**src/rtl/flptw_pkg.sv**
```systemverilog
// shared constants, codes and types of the four-level page table walker
package flptw_pkg;

   localparam int NUM_FRAMES        = 64;
   localparam int ENTRIES_PER_TABLE = 512;

   localparam int IDX_W   = $clog2(ENTRIES_PER_TABLE);
   localparam int FRAME_W = (NUM_FRAMES > 2) ? $clog2(NUM_FRAMES) : 1;
   localparam int NF_W    = FRAME_W + 1;
   localparam int ADDR_W  = FRAME_W + IDX_W;
   localparam int DEPTH   = NUM_FRAMES * ENTRIES_PER_TABLE;

   localparam int CFG_W   = 6;
   localparam int CNT_W   = (CFG_W > NF_W) ? CFG_W : NF_W;
   localparam int CSR_IDX_W = 2;

   localparam int VA_W    = 48;
   localparam int PA_W    = 52;
   localparam int FLAG_W  = 12;
   localparam int ENTRY_W = 64;
   localparam int ADDR_LO = 12;
   localparam int ADDR_HI = 51;
   localparam int FNUM_W  = ADDR_HI - ADDR_LO + 1;

   localparam logic [ENTRY_W-1:0] ENT_PRESENT  = 64'h1;
   localparam logic [ENTRY_W-1:0] ENT_WRITABLE = 64'h2;
   localparam logic [ENTRY_W-1:0] ENT_LARGE    = 64'h80;

   localparam int BIT_PRESENT = 0;
   localparam int BIT_LARGE   = 7;

   localparam logic [1:0] MODE_LOOKUP = 2'd0;
   localparam logic [1:0] MODE_MAP4K  = 2'd1;
   localparam logic [1:0] MODE_MAP2M  = 2'd2;
   localparam logic [1:0] MODE_UNMAP  = 2'd3;

   localparam logic [1:0] ST_OK          = 2'd0;
   localparam logic [1:0] ST_NOT_PRESENT = 2'd1;
   localparam logic [1:0] ST_NO_FRAMES   = 2'd2;
   localparam logic [1:0] ST_RANGE       = 2'd3;

   localparam logic [1:0] LVL_PT   = 2'd0;
   localparam logic [1:0] LVL_PD   = 2'd1;
   localparam logic [1:0] LVL_PDPT = 2'd2;
   localparam logic [1:0] LVL_PML4 = 2'd3;

   localparam logic [CSR_IDX_W-1:0] CSR_ROOT  = 2'd0;
   localparam logic [CSR_IDX_W-1:0] CSR_ALLOC = 2'd1;

   typedef struct packed {
      logic               present;
      logic               big_page;
      logic               frame_ok;
      logic [FRAME_W-1:0] frame;
   } entry_info_type;

endpackage

```
**src/rtl/flptw_entry_unit.sv**
```systemverilog
// shared entry unit: table index select and entry decode with frame range check
module flptw_entry_unit (
   input  logic [flptw_pkg::ENTRY_W-1:0] entry,
   input  logic [flptw_pkg::VA_W-1:0]    va,
   input  logic [1:0]                    lvl,
   output logic [flptw_pkg::IDX_W-1:0]   idx,
   output flptw_pkg::entry_info_type     info
);
   import flptw_pkg::*;

   logic [FNUM_W-1:0] fnum;

   assign fnum = entry[ADDR_HI:ADDR_LO];

   always_comb begin
      unique case (lvl)
         LVL_PT:   idx = va[ADDR_LO +: IDX_W];
         LVL_PD:   idx = va[ADDR_LO + IDX_W +: IDX_W];
         LVL_PDPT: idx = va[ADDR_LO + 2*IDX_W +: IDX_W];
         default:  idx = va[ADDR_LO + 3*IDX_W +: IDX_W];
      endcase
   end

   assign info.present  = entry[BIT_PRESENT];
   assign info.big_page = entry[BIT_LARGE];
   assign info.frame_ok = (fnum < FNUM_W'(NUM_FRAMES));
   assign info.frame    = fnum[FRAME_W-1:0];

endmodule

```
**src/rtl/flptw_ctrl.sv**
```systemverilog
// walk sequencer: clearing sweeps, level walk, frame allocation and result register
module flptw_ctrl (
   input  logic                            clock,
   input  logic                            reset,
   input  logic                            start,
   output logic                            busy,
   input  logic [1:0]                      req_mode,
   input  logic [flptw_pkg::VA_W-1:0]      req_virt_addr,
   input  logic [flptw_pkg::PA_W-1:0]      req_phys_addr,
   input  logic [flptw_pkg::FLAG_W-1:0]    req_entry_flags,
   output logic                            rsp_valid,
   output logic [1:0]                      rsp_status,
   output logic [flptw_pkg::ENTRY_W-1:0]   rsp_entry_value,
   output logic [flptw_pkg::PA_W-1:0]      rsp_frame_addr,
   output logic [1:0]                      rsp_level,
   output logic                            rsp_invalidate,
   input  logic                            csr_valid,
   output logic                            csr_ready,
   input  logic [flptw_pkg::CSR_IDX_W-1:0] csr_index,
   input  logic [flptw_pkg::CFG_W-1:0]     csr_wdata,
   output logic                            mem_we,
   output logic [flptw_pkg::ADDR_W-1:0]    mem_addr,
   output logic [flptw_pkg::ENTRY_W-1:0]   mem_wdata,
   input  logic [flptw_pkg::ENTRY_W-1:0]   mem_rdata
);
   import flptw_pkg::*;

   localparam logic [2:0] S_INIT = 3'd0;
   localparam logic [2:0] S_IDLE = 3'd1;
   localparam logic [2:0] S_RD   = 3'd2;
   localparam logic [2:0] S_EVAL = 3'd3;
   localparam logic [2:0] S_ZERO = 3'd4;
   localparam logic [2:0] S_LINK = 3'd5;

   logic [2:0]         state_ff, state_in;
   logic [ADDR_W-1:0]  clr_cnt_ff, clr_cnt_in;
   logic [1:0]         mode_ff, mode_in;
   logic [VA_W-1:0]    va_ff, va_in;
   logic [PA_W-1:0]    pa_ff, pa_in;
   logic [FLAG_W-1:0]  fl_ff, fl_in;
   logic [1:0]         lvl_ff, lvl_in;
   logic [FRAME_W-1:0] cur_ff, cur_in;
   logic [ADDR_W-1:0]  slot_ff, slot_in;
   logic [FRAME_W-1:0] nf_ff, nf_in;
   logic [CNT_W-1:0]   next_free_ff, next_free_in;
   logic [CFG_W-1:0]   root_ff, root_in;

   logic               rsp_valid_ff, rsp_valid_in;
   logic [1:0]         rsp_status_ff, rsp_status_in;
   logic [ENTRY_W-1:0] rsp_ev_ff, rsp_ev_in;
   logic [1:0]         rsp_level_ff, rsp_level_in;
   logic               rsp_inv_ff, rsp_inv_in;

   logic [IDX_W-1:0]   idx;
   entry_info_type     info;
   logic [CNT_W-1:0]   root_ext;
   logic               is_map;
   logic [ENTRY_W-1:0] map_base;

   flptw_entry_unit u_entry (
      .entry (mem_rdata),
      .va    (va_ff),
      .lvl   (lvl_ff),
      .idx   (idx),
      .info  (info)
   );

   assign root_ext = CNT_W'(root_ff);
   assign is_map   = (mode_ff == MODE_MAP4K) || (mode_ff == MODE_MAP2M);
   assign map_base = ENTRY_W'(pa_ff) | ENTRY_W'(fl_ff) | ENT_PRESENT;

   always_comb begin
      state_in     = state_ff;
      clr_cnt_in   = clr_cnt_ff;
      mode_in      = mode_ff;
      va_in        = va_ff;
      pa_in        = pa_ff;
      fl_in        = fl_ff;
      lvl_in       = lvl_ff;
      cur_in       = cur_ff;
      slot_in      = slot_ff;
      nf_in        = nf_ff;
      next_free_in = next_free_ff;
      root_in      = root_ff;
      rsp_valid_in  = 1'b0;
      rsp_status_in = rsp_status_ff;
      rsp_ev_in     = rsp_ev_ff;
      rsp_level_in  = rsp_level_ff;
      rsp_inv_in    = rsp_inv_ff;
      mem_we    = 1'b0;
      mem_addr  = {cur_ff, idx};
      mem_wdata = '0;

      unique case (state_ff)
         S_INIT: begin
            // zero the whole store once after reset
            mem_we     = 1'b1;
            mem_addr   = clr_cnt_ff;
            clr_cnt_in = ADDR_W'(clr_cnt_ff + 1'b1);
            if (clr_cnt_ff == ADDR_W'(DEPTH - 1)) begin
               clr_cnt_in = '0;
               state_in   = S_IDLE;
            end
         end
         S_IDLE: begin
            if (start) begin
               mode_in = req_mode;
               va_in   = req_virt_addr;
               pa_in   = req_phys_addr;
               fl_in   = req_entry_flags;
               lvl_in  = LVL_PML4;
               cur_in  = root_ext[FRAME_W-1:0];
               if (root_ext >= CNT_W'(NUM_FRAMES)) begin
                  rsp_valid_in  = 1'b1;
                  rsp_status_in = ST_RANGE;
                  rsp_ev_in     = '0;
                  rsp_level_in  = LVL_PML4;
                  rsp_inv_in    = 1'b0;
               end else begin
                  state_in = S_RD;
               end
            end
         end
         S_RD: begin
            if (mode_ff == MODE_MAP4K && lvl_ff == LVL_PT) begin
               mem_we        = 1'b1;
               mem_wdata     = map_base;
               rsp_valid_in  = 1'b1;
               rsp_status_in = ST_OK;
               rsp_ev_in     = map_base;
               rsp_level_in  = LVL_PT;
               rsp_inv_in    = 1'b1;
               state_in      = S_IDLE;
            end else if (mode_ff == MODE_MAP2M && lvl_ff == LVL_PD) begin
               mem_we        = 1'b1;
               mem_wdata     = map_base | ENT_LARGE;
               rsp_valid_in  = 1'b1;
               rsp_status_in = ST_OK;
               rsp_ev_in     = map_base | ENT_LARGE;
               rsp_level_in  = LVL_PD;
               rsp_inv_in    = 1'b1;
               state_in      = S_IDLE;
            end else begin
               slot_in  = {cur_ff, idx};
               state_in = S_EVAL;
            end
         end
         S_EVAL: begin
            rsp_ev_in    = '0;
            rsp_level_in = lvl_ff;
            rsp_inv_in   = 1'b0;
            if (is_map) begin
               if (!info.present) begin
                  if (next_free_ff >= CNT_W'(NUM_FRAMES)) begin
                     next_free_in  = CNT_W'(NUM_FRAMES);
                     rsp_valid_in  = 1'b1;
                     rsp_status_in = ST_NO_FRAMES;
                     state_in      = S_IDLE;
                  end else begin
                     nf_in        = next_free_ff[FRAME_W-1:0];
                     next_free_in = CNT_W'(next_free_ff + 1'b1);
                     clr_cnt_in   = '0;
                     state_in     = S_ZERO;
                  end
               end else if (!info.frame_ok) begin
                  rsp_valid_in  = 1'b1;
                  rsp_status_in = ST_RANGE;
                  state_in      = S_IDLE;
               end else begin
                  // map descends through large entries as if they were tables
                  cur_in   = info.frame;
                  lvl_in   = 2'(lvl_ff - 2'd1);
                  state_in = S_RD;
               end
            end else begin
               if (!info.present) begin
                  rsp_valid_in  = 1'b1;
                  rsp_status_in = ST_NOT_PRESENT;
                  state_in      = S_IDLE;
               end else if (lvl_ff == LVL_PT || info.big_page) begin
                  rsp_valid_in  = 1'b1;
                  rsp_status_in = ST_OK;
                  rsp_ev_in     = mem_rdata;
                  state_in      = S_IDLE;
                  if (mode_ff == MODE_UNMAP) begin
                     mem_we     = 1'b1;
                     mem_addr   = slot_ff;
                     rsp_inv_in = 1'b1;
                  end
               end else if (!info.frame_ok) begin
                  rsp_valid_in  = 1'b1;
                  rsp_status_in = ST_RANGE;
                  state_in      = S_IDLE;
               end else begin
                  cur_in   = info.frame;
                  lvl_in   = 2'(lvl_ff - 2'd1);
                  state_in = S_RD;
               end
            end
         end
         S_ZERO: begin
            // clear the new table before linking it, it may be the current one
            mem_we     = 1'b1;
            mem_addr   = {nf_ff, clr_cnt_ff[IDX_W-1:0]};
            clr_cnt_in = ADDR_W'(clr_cnt_ff + 1'b1);
            if (clr_cnt_ff[IDX_W-1:0] == '1) begin
               clr_cnt_in = '0;
               state_in   = S_LINK;
            end
         end
         S_LINK: begin
            mem_we    = 1'b1;
            mem_addr  = slot_ff;
            mem_wdata = (ENTRY_W'(nf_ff) << ADDR_LO) | ENT_PRESENT | ENT_WRITABLE;
            cur_in    = nf_ff;
            lvl_in    = 2'(lvl_ff - 2'd1);
            state_in  = S_RD;
         end
         default: begin
            state_in = S_IDLE;
         end
      endcase

      if (csr_valid) begin
         unique case (csr_index)
            CSR_ROOT:  root_in      = csr_wdata;
            CSR_ALLOC: next_free_in = CNT_W'(csr_wdata);
            default: ;
         endcase
      end
   end

   always_ff @(posedge clock) begin
      if (reset) begin
         state_ff     <= S_INIT;
         clr_cnt_ff   <= '0;
         next_free_ff <= CNT_W'(1);
         root_ff      <= '0;
         rsp_valid_ff <= 1'b0;
      end else begin
         state_ff     <= state_in;
         clr_cnt_ff   <= clr_cnt_in;
         next_free_ff <= next_free_in;
         root_ff      <= root_in;
         rsp_valid_ff <= rsp_valid_in;
      end
   end

   always_ff @(posedge clock) begin
      mode_ff       <= mode_in;
      va_ff         <= va_in;
      pa_ff         <= pa_in;
      fl_ff         <= fl_in;
      lvl_ff        <= lvl_in;
      cur_ff        <= cur_in;
      slot_ff       <= slot_in;
      nf_ff         <= nf_in;
      rsp_status_ff <= rsp_status_in;
      rsp_ev_ff     <= rsp_ev_in;
      rsp_level_ff  <= rsp_level_in;
      rsp_inv_ff    <= rsp_inv_in;
   end

   assign busy            = (state_ff != S_IDLE);
   assign csr_ready       = 1'b1;
   assign rsp_valid       = rsp_valid_ff;
   assign rsp_status      = rsp_status_ff;
   assign rsp_entry_value = rsp_ev_ff;
   assign rsp_frame_addr  = {rsp_ev_ff[ADDR_HI:ADDR_LO], ADDR_LO'(0)};
   assign rsp_level       = rsp_level_ff;
   assign rsp_invalidate  = rsp_inv_ff;

endmodule

```
**config.mk**
```make
export PLATFORM = sky130hd
export DESIGN_NAME = flptw_ctrl
export DESIGN_NICKNAME = d
export VERILOG_FILES = /design/src/rtl/flptw_pkg.sv /design/src/rtl/flptw_entry_unit.sv /design/src/rtl/flptw_ctrl.sv
export SDC_FILE = /design/constraint.sdc
export NUM_CORES = 1
export LEC_CHECK = 0
export ABC_AREA = 1
export BUFFER_PORTS_ARGS = -buffer_cell sky130_fd_sc_hd__buf_4
export CAP_MARGIN = 40
export CORE_UTILIZATION = 25
export CTS_CLUSTER_DIAMETER = 60
export DETAILED_ROUTE_END_ITERATION = 8
export GPL_TIMING_DRIVEN = 0
export SYNTH_ARGS = -nofsm -noshare
export SYNTH_HDL_FRONTEND = slang
export SYNTH_SLANG_ARGS = --single-unit
```
**constraint.sdc**
```tcl
create_clock -name clock -period 14.09 [get_ports clock]
set_input_delay 1.409 -clock clock [delete_from_list [all_inputs] [get_ports clock]]
set_output_delay 1.409 -clock clock [all_outputs]
set_load 0.005 [all_outputs]
```
---- Word level (Yosys, flattened, before mapping) ----
Index checks and enable logic that the tools add are counted.
W data, S select, Z words.
word-level totals
  register bits ........................... 244
cells by class
  multiplexer cells ....................... 91
  reduce and logical (&&, ||, !) cells .... 20
  add/subtract/negate cells ............... 3
  magnitude comparators ................... 3
  equality and inequality tests ........... 26
  bitwise operators ....................... 5
operators by type and width
  operator                 count
  $mux W64                 7
  $pmux W64 S3             1
  $mux W15                 9
  $mux W52                 2
  $pmux W52 S2             1
  $pmux W15 S4             1
  $or A52 B12 Y52          1
  $pmux W15 S3             1
  $mux W2                  21
  $mux W7                  6
  $lt A40 B7 Y1 const B    1
  $mux W6                  6
  $mux W3                  9
  $pmux W9 S3              1
  $reduce_and A4 Y1        5
  $mux W1                  18
  $ne A2 B2 Y1 const B     9
  $pmux W2 S3              3
  $pmux W3 S6              1
  $pmux W6 S3              1
  $add A15 B1 Y15 const B  1
  $eq A15 B15 Y1 const B   1
  $eq A9 B9 Y1 const B     1
  $pmux W1 S3              3
  other kinds (22)         38

---- Depth between registers and ports, before layout ----
Gate-level depths: netlist of the first run.
  depth in word-level cells ............... 7
  mapped depth ............................ 12
  mapped depth without buffers ............ 12

---- By module ----
A second synthesis of the first run with hierarchy kept.
unflattened totals
  cell total of the unflattened synthesis .. 1085
  area, all modules ....................... 10870.4 um2
by module, submodules not included
  module            sequential area each (um2)  cells each  area each (um2)  times used
  flptw_ctrl        6946.7                      994         10453.8          1
  flptw_entry_unit  0.0                         91          416.6            1

---- Least setup slack after synthesis of the first run ----
No wires, ideal clock.
  kind .................................... input to register
  start ................................... in start
  end ..................................... reg fl_ff[10] (enable)
  arrival ................................. 5.575 ns
  setup time .............................. 0.560 ns
  stages .................................. 2
  slack ................................... 7.955 ns
  path buffers ............................ 0
  path through ............................ inv_1 nor2_1
between the ends
  word-level cells in the longest chain between the ends .. 1
ends and longest elaborated chain
  item                         line               text
  from (decl)                  flptw_ctrl.sv:5    input logic start,
  $reduce_and A2 Y1 (no line)  n/a
  to (signal assigned)         flptw_ctrl.sv:253  fl_ff <= fl_in;
  to (decl)                    flptw_ctrl.sv:40   logic [FLAG_W-1:0] fl_ff, fl_in;
Every way passes these cells.
A chain may end at the register's enable or synchronous reset.

---- Worst setup path after layout of the first run ----
  start ................................... reg lvl_ff[0]
  end ..................................... out mem_wdata[38] (netlist name)
between the ends
  word-level cells in the longest chain between the ends .. 5
  elaborated cells between the ends (all ways) .. 7
  those cells by class .................... 1 x eq/ne; 3 x mux; 3 x reduce/logical
ends and longest elaborated chain
  item                    line               text
  from (decl)             flptw_ctrl.sv:41   logic [1:0] lvl_ff, lvl_in;
  from (signal assigned)  flptw_ctrl.sv:254  lvl_ff <= lvl_in;
  $eq A2 B1 Y1            flptw_ctrl.sv:134  end else if (mode_ff == MODE_MAP2M && lvl_ff == LVL_PD) begin
  $logic_and A1 B1 Y1     flptw_ctrl.sv:134
  $mux W52                flptw_ctrl.sv:134
  $mux W52 *              flptw_ctrl.sv:125  if (mode_ff == MODE_MAP4K && lvl_ff == LVL_PT) begin
  $pmux W52 S2 *          flptw_ctrl.sv:94   unique case (state_ff)
  to (decl)               flptw_ctrl.sv:23   output logic [flptw_pkg::ENTRY_W-1:0] mem_wdata,
Mark *: on every way between the ends. The rest lies on a longest branch, timed or not.

==> key figures, run 1 <==
GRT
  – Vias in the first global route: 8195
  – GRT Residual Overflow: 0
  – M3 GR Usage: 0.0355
  – First-pass GRT wire length: 50900 microns
  – Total GRT Usage: 0.166
  – Initial antenna violation count: 1
  – Routing usage on met1: 0.218
  – Largest net degree at the start of global routing: 34
  – GR Util met2: 0.274
  – Gr busiest metal: met2

Critical path
  – CP Launch Type: flop
  – Critical Path, Cell by Cell: inv_1 -> ha_1 -> clkbuf_1 -> nand2_1 -> nand2_1 -> nand2_1 -> buf_2 -> buf_1 -> nor2_1 -> buf_4
  – Crit-path max cell delay: 480 ps
  – Crit-path most repeated cell: nand2_1
  – Worst Setup End Kind: output port
  – Crit-path slowest cell: clkbuf_1
  – CP required: 12680 ps
  – Crit path max fanout: 10
  – WP data arrival: 3510 ps
  – Setup CP Type: reg -> out

Layout
  – Core Util, Final: 0.363
  – Most frequent cells in the layout: 419 x buf_4, 198 x edfxtp_1, 165 x nand2_1, 134 x nor2_1, 125 x inv_1
  – Layout cells sized above 1: 0.355
  – Commonest non-fill, non-tap cell in the layout: buf_4
  – # diodes: 0
  – Final nets: 1597
  – Area growth syn-to-layout: 43.3%

Power
  – Share of power burned in combinational logic: 0.090
  – Worst vdd ir: 101 uV
  – Reg power frac: 0.478
  – Pleak: 6.51 nW
  – Psw: 0.000391 W
  – Switching share of total power: 0.240
  – Internal power: 0.00124 W
  – Power Dens Cells: 110 nW/um^2
  – Clk network pwr share: 0.432

Clock tree
  – Total CTS buffers: 31
  – Clock transition at path regs: 60 ps
  – Worst-Skew Late Latency: 560 ps
  – Max clock buf depth: 3
  – CTS resizes: 0
  – Setup bufs post-CTS: 0
  – Clk sinks: 230
  – Clock Root Buffer: clkbuf_16
  – Hold Buf Count CTS: 0
  – H-tree Lvls: 1
  – TritonCTS clock tree: built

Floorplan
  – Core box area: 40700 sq um
  – Row count: 74
  – Io pins: 394
  – Die ar.: 42100 sq um
  – Die height: 205 microns
  – Effective utilization at floorplan: 0.253
  – Die Wd: 205 microns

Routing
  – Router iterations before antenna repair: 4
  – DR vias: 8495
  – Post-DR vias/cell: 4.36
  – Post-route ant nets: 0
  – WL/cell: 18.4 microns
  – Total wire length: 35800 microns
  – Residual DRC: 0
  – Initial DRC count: 538

Timing
  – Post-route setup TNS: 0 ps
  – Slew Viols, Final: 0
  – Max_slew headroom: 0.408
  – Final period util: 0.349
  – Worst Clk Skew: 15.8 ps
  – Max Freq: 0.203 GHz
  – Fin crit period: 4920 ps
  – RSZ-0062 raised after global routing: false
  – Final setup viols: 0
  – Hold Violations, Final: 0
  – Actual slew at the worst max-slew pin: 888 ps

Min path
  – Worst hold path type: reg -> reg

Synth
  – Yosys reg bits: 230
  – Post-Syn Area: 10300 sq um
  – Top cells by area, synth: edfxtp_1 58%, dfxtp_1 6.2%, nand2_1 6.0%, nor2_1 4.9%, buf_4 4.8%
  – Mapped Cells: 980
  – YS warnings: 0
  – Synth cell types: 41
  – Area leader, netlist: edfxtp_1
  – Yosys top cell area share: 0.576
  – Syn Area/Cell: 10.5 sq um
  – Sequential area share after synthesis: 0.638

Run
  – Maxcap violations: 0

Status
  – Status: finished clean

Placement
  – IO Port Bufs: 353
  – GP Congestion: 0.910
  – Detailed Place HPWL: 27900 microns
==> metal layers <==
| metal | share of wire | routed length [microns] |
|---|---|---|
| met5 | 0.00025 | 9 |
| met4 | 0.020 | 715 |
| met3 | 0.068 | 2420 |
| met1 | 0.44 | 15600 |
| met2 | 0.48 | 17000 |
==> through the flow <==
stage | cell area, sq um | hold WS (ps) | total power (W) | setup slack, ps | instances
after global routing | 14800 | 482 | 0.00169 | 8760 | 1949
after detailed placement | 13900 | 454 | 0.000940 | 9200 | 1895
final | 14800 | 460 | 0.00163 | 9170 | 1949
after global placement | 13700 | 441 | 0.000936 | 5180 | 1888
after CTS | 14800 | 461 | 0.00165 | 9040 | 1949
after floorplan | 10400 | 427 | 0.000857 | 7950 | 1003
==> flip-flops by register name, summed over array words and instances (netlist names), 3 cells and up <==
register         count
clr_cnt_ff          15
cur_ff               6
rsp_entry_value     64
slot_ff             15
root_ff              6
state_ff             3
fl_ff               11
pa_ff               51
nf_ff                6
next_free_ff         7
va_ff               36
==> logic make-up after synthesis <==
logic type,synth area share
fa+ha+maj,0.0133
buf+inv,0.107
flops,0.638
simple gates,0.156
compound gates,0.0801
xor+xnor,0.00424
other cells,0.000728
==> worst max-delay path: cells and delay by family (launching register included) <==
family        cells  cell delay (ps)
flops             1              440
simple gates      4              870
fa+ha+maj         1              180
buf+inv           5             1430
==> power groups by stage <==
| stage | clock, W | sequential (W) | combinational, W |
|---|---|---|---|
| 2_1_floorplan | 0 | 0.000792 | 0.0000644 |
| 3_3_place_gp | 0 | 0.000798 | 0.000139 |
| 3_5_place_dp | 0 | 0.000792 | 0.000148 |
| 4_1_cts | 0.000724 | 0.000778 | 0.000149 |
| 5_1_grt | 0.000749 | 0.000781 | 0.000163 |
| 6_report | 0.000703 | 0.000778 | 0.000147 |
==> final timing paths <==
path,start,end,slack (ps),cells after the start
hold / removal,cur_ff[3]$_DFFE_PP_,slot_ff[12]$_DFFE_PP_,460,0
setup reg to reg,lvl_ff[0]$_SDFFCE_PP1P_,rsp_entry_value[52]$_DFFE_PP_,10750,9
setup / recovery,lvl_ff[0]$_SDFFCE_PP1P_,mem_wdata[38],9170,10
hold reg to reg,cur_ff[3]$_DFFE_PP_,slot_ff[12]$_DFFE_PP_,460,0
==> synthesized netlist by cell type, drive strengths merged <==
cell type  count
o221ai         4
conb           2
a21oi         17
a31oi          3
o21ai         50
a211oi         1
o2111ai        3
nor2         144
clkinv         1
ha            11
edfxtp       198
nand3b         1
dfxtp         32
xor2           4
inv          135
nand4         13
buf           72
o211ai        11
a22o           8
nor3          13
nand2        168
o31ai          5
a221oi         2
nand3         33
xnor2          1
o22ai         30
clkbuf        18
==> layout make-up <==
type                    count  area (sq um)
plain buffers              90           591
multi-input cells         547          2730
fillers                  4110         26000
flip-flops and latches    230          6590
clock inverters            18           105
inverters                 136           513
repair buffers            360          2800
well taps                 532           666
clock buffers              36           795
Note: power is estimated with default switching activity, not from simulation.
==> inputs of run 2 (changes only) <==
- ABC_AREA: 1 -> 0
- clock period: 14.09 -> 4.95 ns (I/O delays scaled with it)
==> run 2 against run 1 <==
  * Clock skew up 11 ps
  * Register-to-register slack got worse by 9200 ps
  * Final cell count shrank 11%
==> key figures, run 2 <==
Status
  – Status: finished clean

Routing
  – Total wire length: 35900 microns
  – Post-DR vias/cell: 4.57
  – Routed wl met2: 16900 microns
  – Router iterations before antenna repair: 5
  – WL/cell: 20.6 microns
  – Met3 routed WL: 2880 microns
  – Initial DRC count: 475
  – DRT met1 WL: 15200 microns
  – Max Used Layer: met4
  – Residual DRC: 0
  – DR vias: 7961
  – Post-route ant nets: 0

Critical path
  – Critical R2R Launch: lvl_ff[1]$_SDFFCE_PP1P_
  – Critical path depth in cells: 8
  – Setup CP Type: reg -> out
  – FF-to-FF End: rsp_entry_value[19]$_DFFE_PP_
  – CP bufs+invs: 3
  – WP data arrival: 3220 ps
  – Worst R2R Path Depth: 10
  – Worst Setup End Kind: output port
  – Critical Path, Cell by Cell: ha_1 -> buf_2 -> nand2_1 -> nand2_1 -> nand2_1 -> clkbuf_1 -> nand4_1 -> buf_4
  – CP required: 4450 ps
  – Crit path capture: mem_we
  – Crit path max fanout: 10
  – Delay-heaviest family, CP: simple AND/OR/NAND/NOR gates
  – Crit-path slowest cell: edfxtp_1
  – Crit-path most repeated cell: nand2_1
  – CP Launch Type: flop
  – Flop-to-flop setup slack: 1600 ps
  – Crit. Startpoint: lvl_ff[0]$_SDFFCE_PP1P_
  – Crit-path max cell delay: 460 ps

Synth
  – FFs w/ async S/R, synth: 0
  – Area leader, netlist: edfxtp_1
  – Post-synth top flop: edfxtp_1
  – Post-synth EDFFs: 198
  – Yosys top cell area share: 0.581
  – Synth cell types: 64
  – Mapped Cells: 778
  – Top-count cell post-synth: edfxtp_1
  – Sequential area share after synthesis: 0.644
  – Yosys reg bits: 230
  – Post-Syn Area: 10200 sq um
  – Syn Area/Cell: 13.2 sq um
  – Post-synth top cells: 198 x edfxtp_1, 68 x buf_4, 60 x nor2_1, 53 x a22o_1, 47 x and3_1
  – YS warnings: 0
  – Top cells by area, synth: edfxtp_1 58%, dfxtp_1 6.3%, buf_4 5.0%, a22o_1 4.5%, and3_1 2.9%

Clock tree
  – Clock transition at path regs: 60 ps
  – Max clock buf depth: 3
  – Total CTS buffers: 31
  – H-tree Lvls: 1
  – Worst-Skew Late Latency: 580 ps
  – Setup bufs post-CTS: 0
  – CTS resizes: 0
  – Hold Buf Count CTS: 0
  – TritonCTS clock tree: built
  – Clock Root Buffer: clkbuf_16
  – Clk sinks: 230

Floorplan
  – Io pins: 394
  – Effective utilization at floorplan: 0.255
  – Die height: 204 microns
  – Core box area: 40100 sq um
  – Row count: 73
  – Die Wd: 204 microns
  – Die ar.: 41700 sq um

Power
  – Pleak: 6.38 nW
  – Power Dens Cells: 316 nW/um^2
  – Worst vdd ir: 300 uV

Timing
  – Max_slew headroom: 0.430
  – Worst Clk Skew: 26.7 ps
  – Max Freq: 0.270 GHz
  – Slew Viols, Final: 0
  – Fin crit period: 3710 ps
  – Final setup viols: 0
  – RSZ-0062 raised after global routing: false
  – Fin worst setup slack: 1240 ps
  – Actual slew at the worst max-slew pin: 855 ps
  – Final period util: 0.750
  – Hold Violations, Final: 0

Min path
  – Hold Crit Start: req_virt_addr[23]
  – Worst hold path type: in -> reg

Layout
  – Final nets: 1393
  – Final Non-Filler Cells: 1743
  – Largest register FFs: 64
  – Layout cells sized above 1: 0.424
  – Area growth syn-to-layout: 45.0%
  – Core Util, Final: 0.370
  – Commonest non-fill, non-tap cell in the layout: buf_4
  – Area occupied by multi-input gates: 2990 sq um
  – Most frequent cells in the layout: 422 x buf_4, 198 x edfxtp_1, 58 x nor2_1, 53 x a22o_1, 46 x and3_1
  – Filler cells: 3883
  – Register area: 6590 sq um

Placement
  – Placed Cells incl. Taps: 1684
  – GP Congestion: 0.868
  – Detailed Place HPWL: 27900 microns
  – Placement Setup Slack: 1570 ps
  – IO Port Bufs: 354

GRT
  – GRT Residual Overflow: 0
  – Total GRT Usage: 0.167
  – First-pass GRT wire length: 51000 microns
  – Vias in the first global route: 7824
  – Initial antenna violation count: 3
  – Largest net degree at the start of global routing: 52

Run
  – Maxcap violations: 0
==> run 2: cell types whose count changed in the layout (fill, tap and decap cells not counted), sizes merged, moves of 22 or more <==
cell / before / now
nand2: 168 / 43
a22o: 8 / 53
nor2: 144 / 60
o21ai: 50 / 27
inv: 140 / 27
and3: 0 / 47
mux2i: 0 / 22
nand3: 33 / 10
==> run 2: per-stage QoR <==
| stage | area, sq um | hold WS, ps | setup TNS (ps) | total power, W |
|---|---|---|---|---|
| 2_1_floorplan | 10300 | 427 | 0 | 0.00220 |
| 3_3_place_gp | 13600 | 443 | -170360 | 0.00233 |
| 3_5_place_dp | 13700 | 452 | 0 | 0.00233 |
| 4_1_cts | 14800 | 66.3 | 0 | 0.00473 |
| 5_1_grt | 14800 | 50.4 | 0 | 0.00484 |
| 6_report | 14800 | 92.4 | 0 | 0.00468 |
==> run 2: worst register-to-register path: cells and delay by family, from the launching register on <==
family,cells,cell delay (ps)
buffers and inverters,5,1040
AND/OR/NAND/NOR,4,1390
flip-flops,1,440
adder cells (fa/ha/maj),1,130
==> run 2: cell type report <==
class / instances / share of cell area
clock buffer: 34 / 0.0530
tap: 525 / 0.0443
multi-input combinational: 444 / 0.201
buffer: 108 / 0.0464
inverter: 19 / 0.00481
antenna: 2 / 0.000337
sequential: 230 / 0.444
timing repair buffer: 358 / 0.185
clock inverter: 23 / 0.0209
==> run 2: kinds of logic after synthesis <==
| group | after synthesis | synth area share |
|---|---|---|
| buffers and inverters | 127 | 0.0742 |
| and+or+nand+nor | 218 | 0.118 |
| adders and majority gates | 11 | 0.0134 |
| DFF | 230 | 0.644 |
| other | 2 | 0.000734 |
| muxes | 22 | 0.0215 |
| xor gates and xnor gates | 13 | 0.0111 |
| AOI/OAI and AO/OA | 155 | 0.118 |
==> run 2: power breakdown <==
| group | internal, W | switching [W] | leakage (nW) |
|---|---|---|---|
| Sequential | 0.00210 | 0.0000111 | 2.15 |
| Clock | 0.00148 | 0.000910 | 0.534 |
| Combinational | 0.000119 | 0.0000663 | 3.69 |
==> run 2: worst min path at each step <==
stage | slack [ps] | depth (start not counted) | endpoint
global placement | 440 | 0 | slot_ff[10]$_DFFE_PP_
detailed placement | 450 | 0 | slot_ff[11]$_DFFE_PP_
global route | 50 | 1 | va_ff[23]$_DFFE_PP_
CTS | 70 | 1 | va_ff[24]$_DFFE_PP_
floorplan | 430 | 0 | slot_ff[10]$_DFFE_PP_
finish | 90 | 1 | va_ff[23]$_DFFE_PP_
==> run 2: routing by layer <==
| metal | vias to the layer above | GRT usage |
|---|---|---|
| met5 | - | 0 |
| met4 | 0 | 0.0565 |
| met3 | 50 | 0.0383 |
| met2 | 365 | 0.271 |
| met1 | 3839 | 0.218 |
| li1 | 3707 | - |
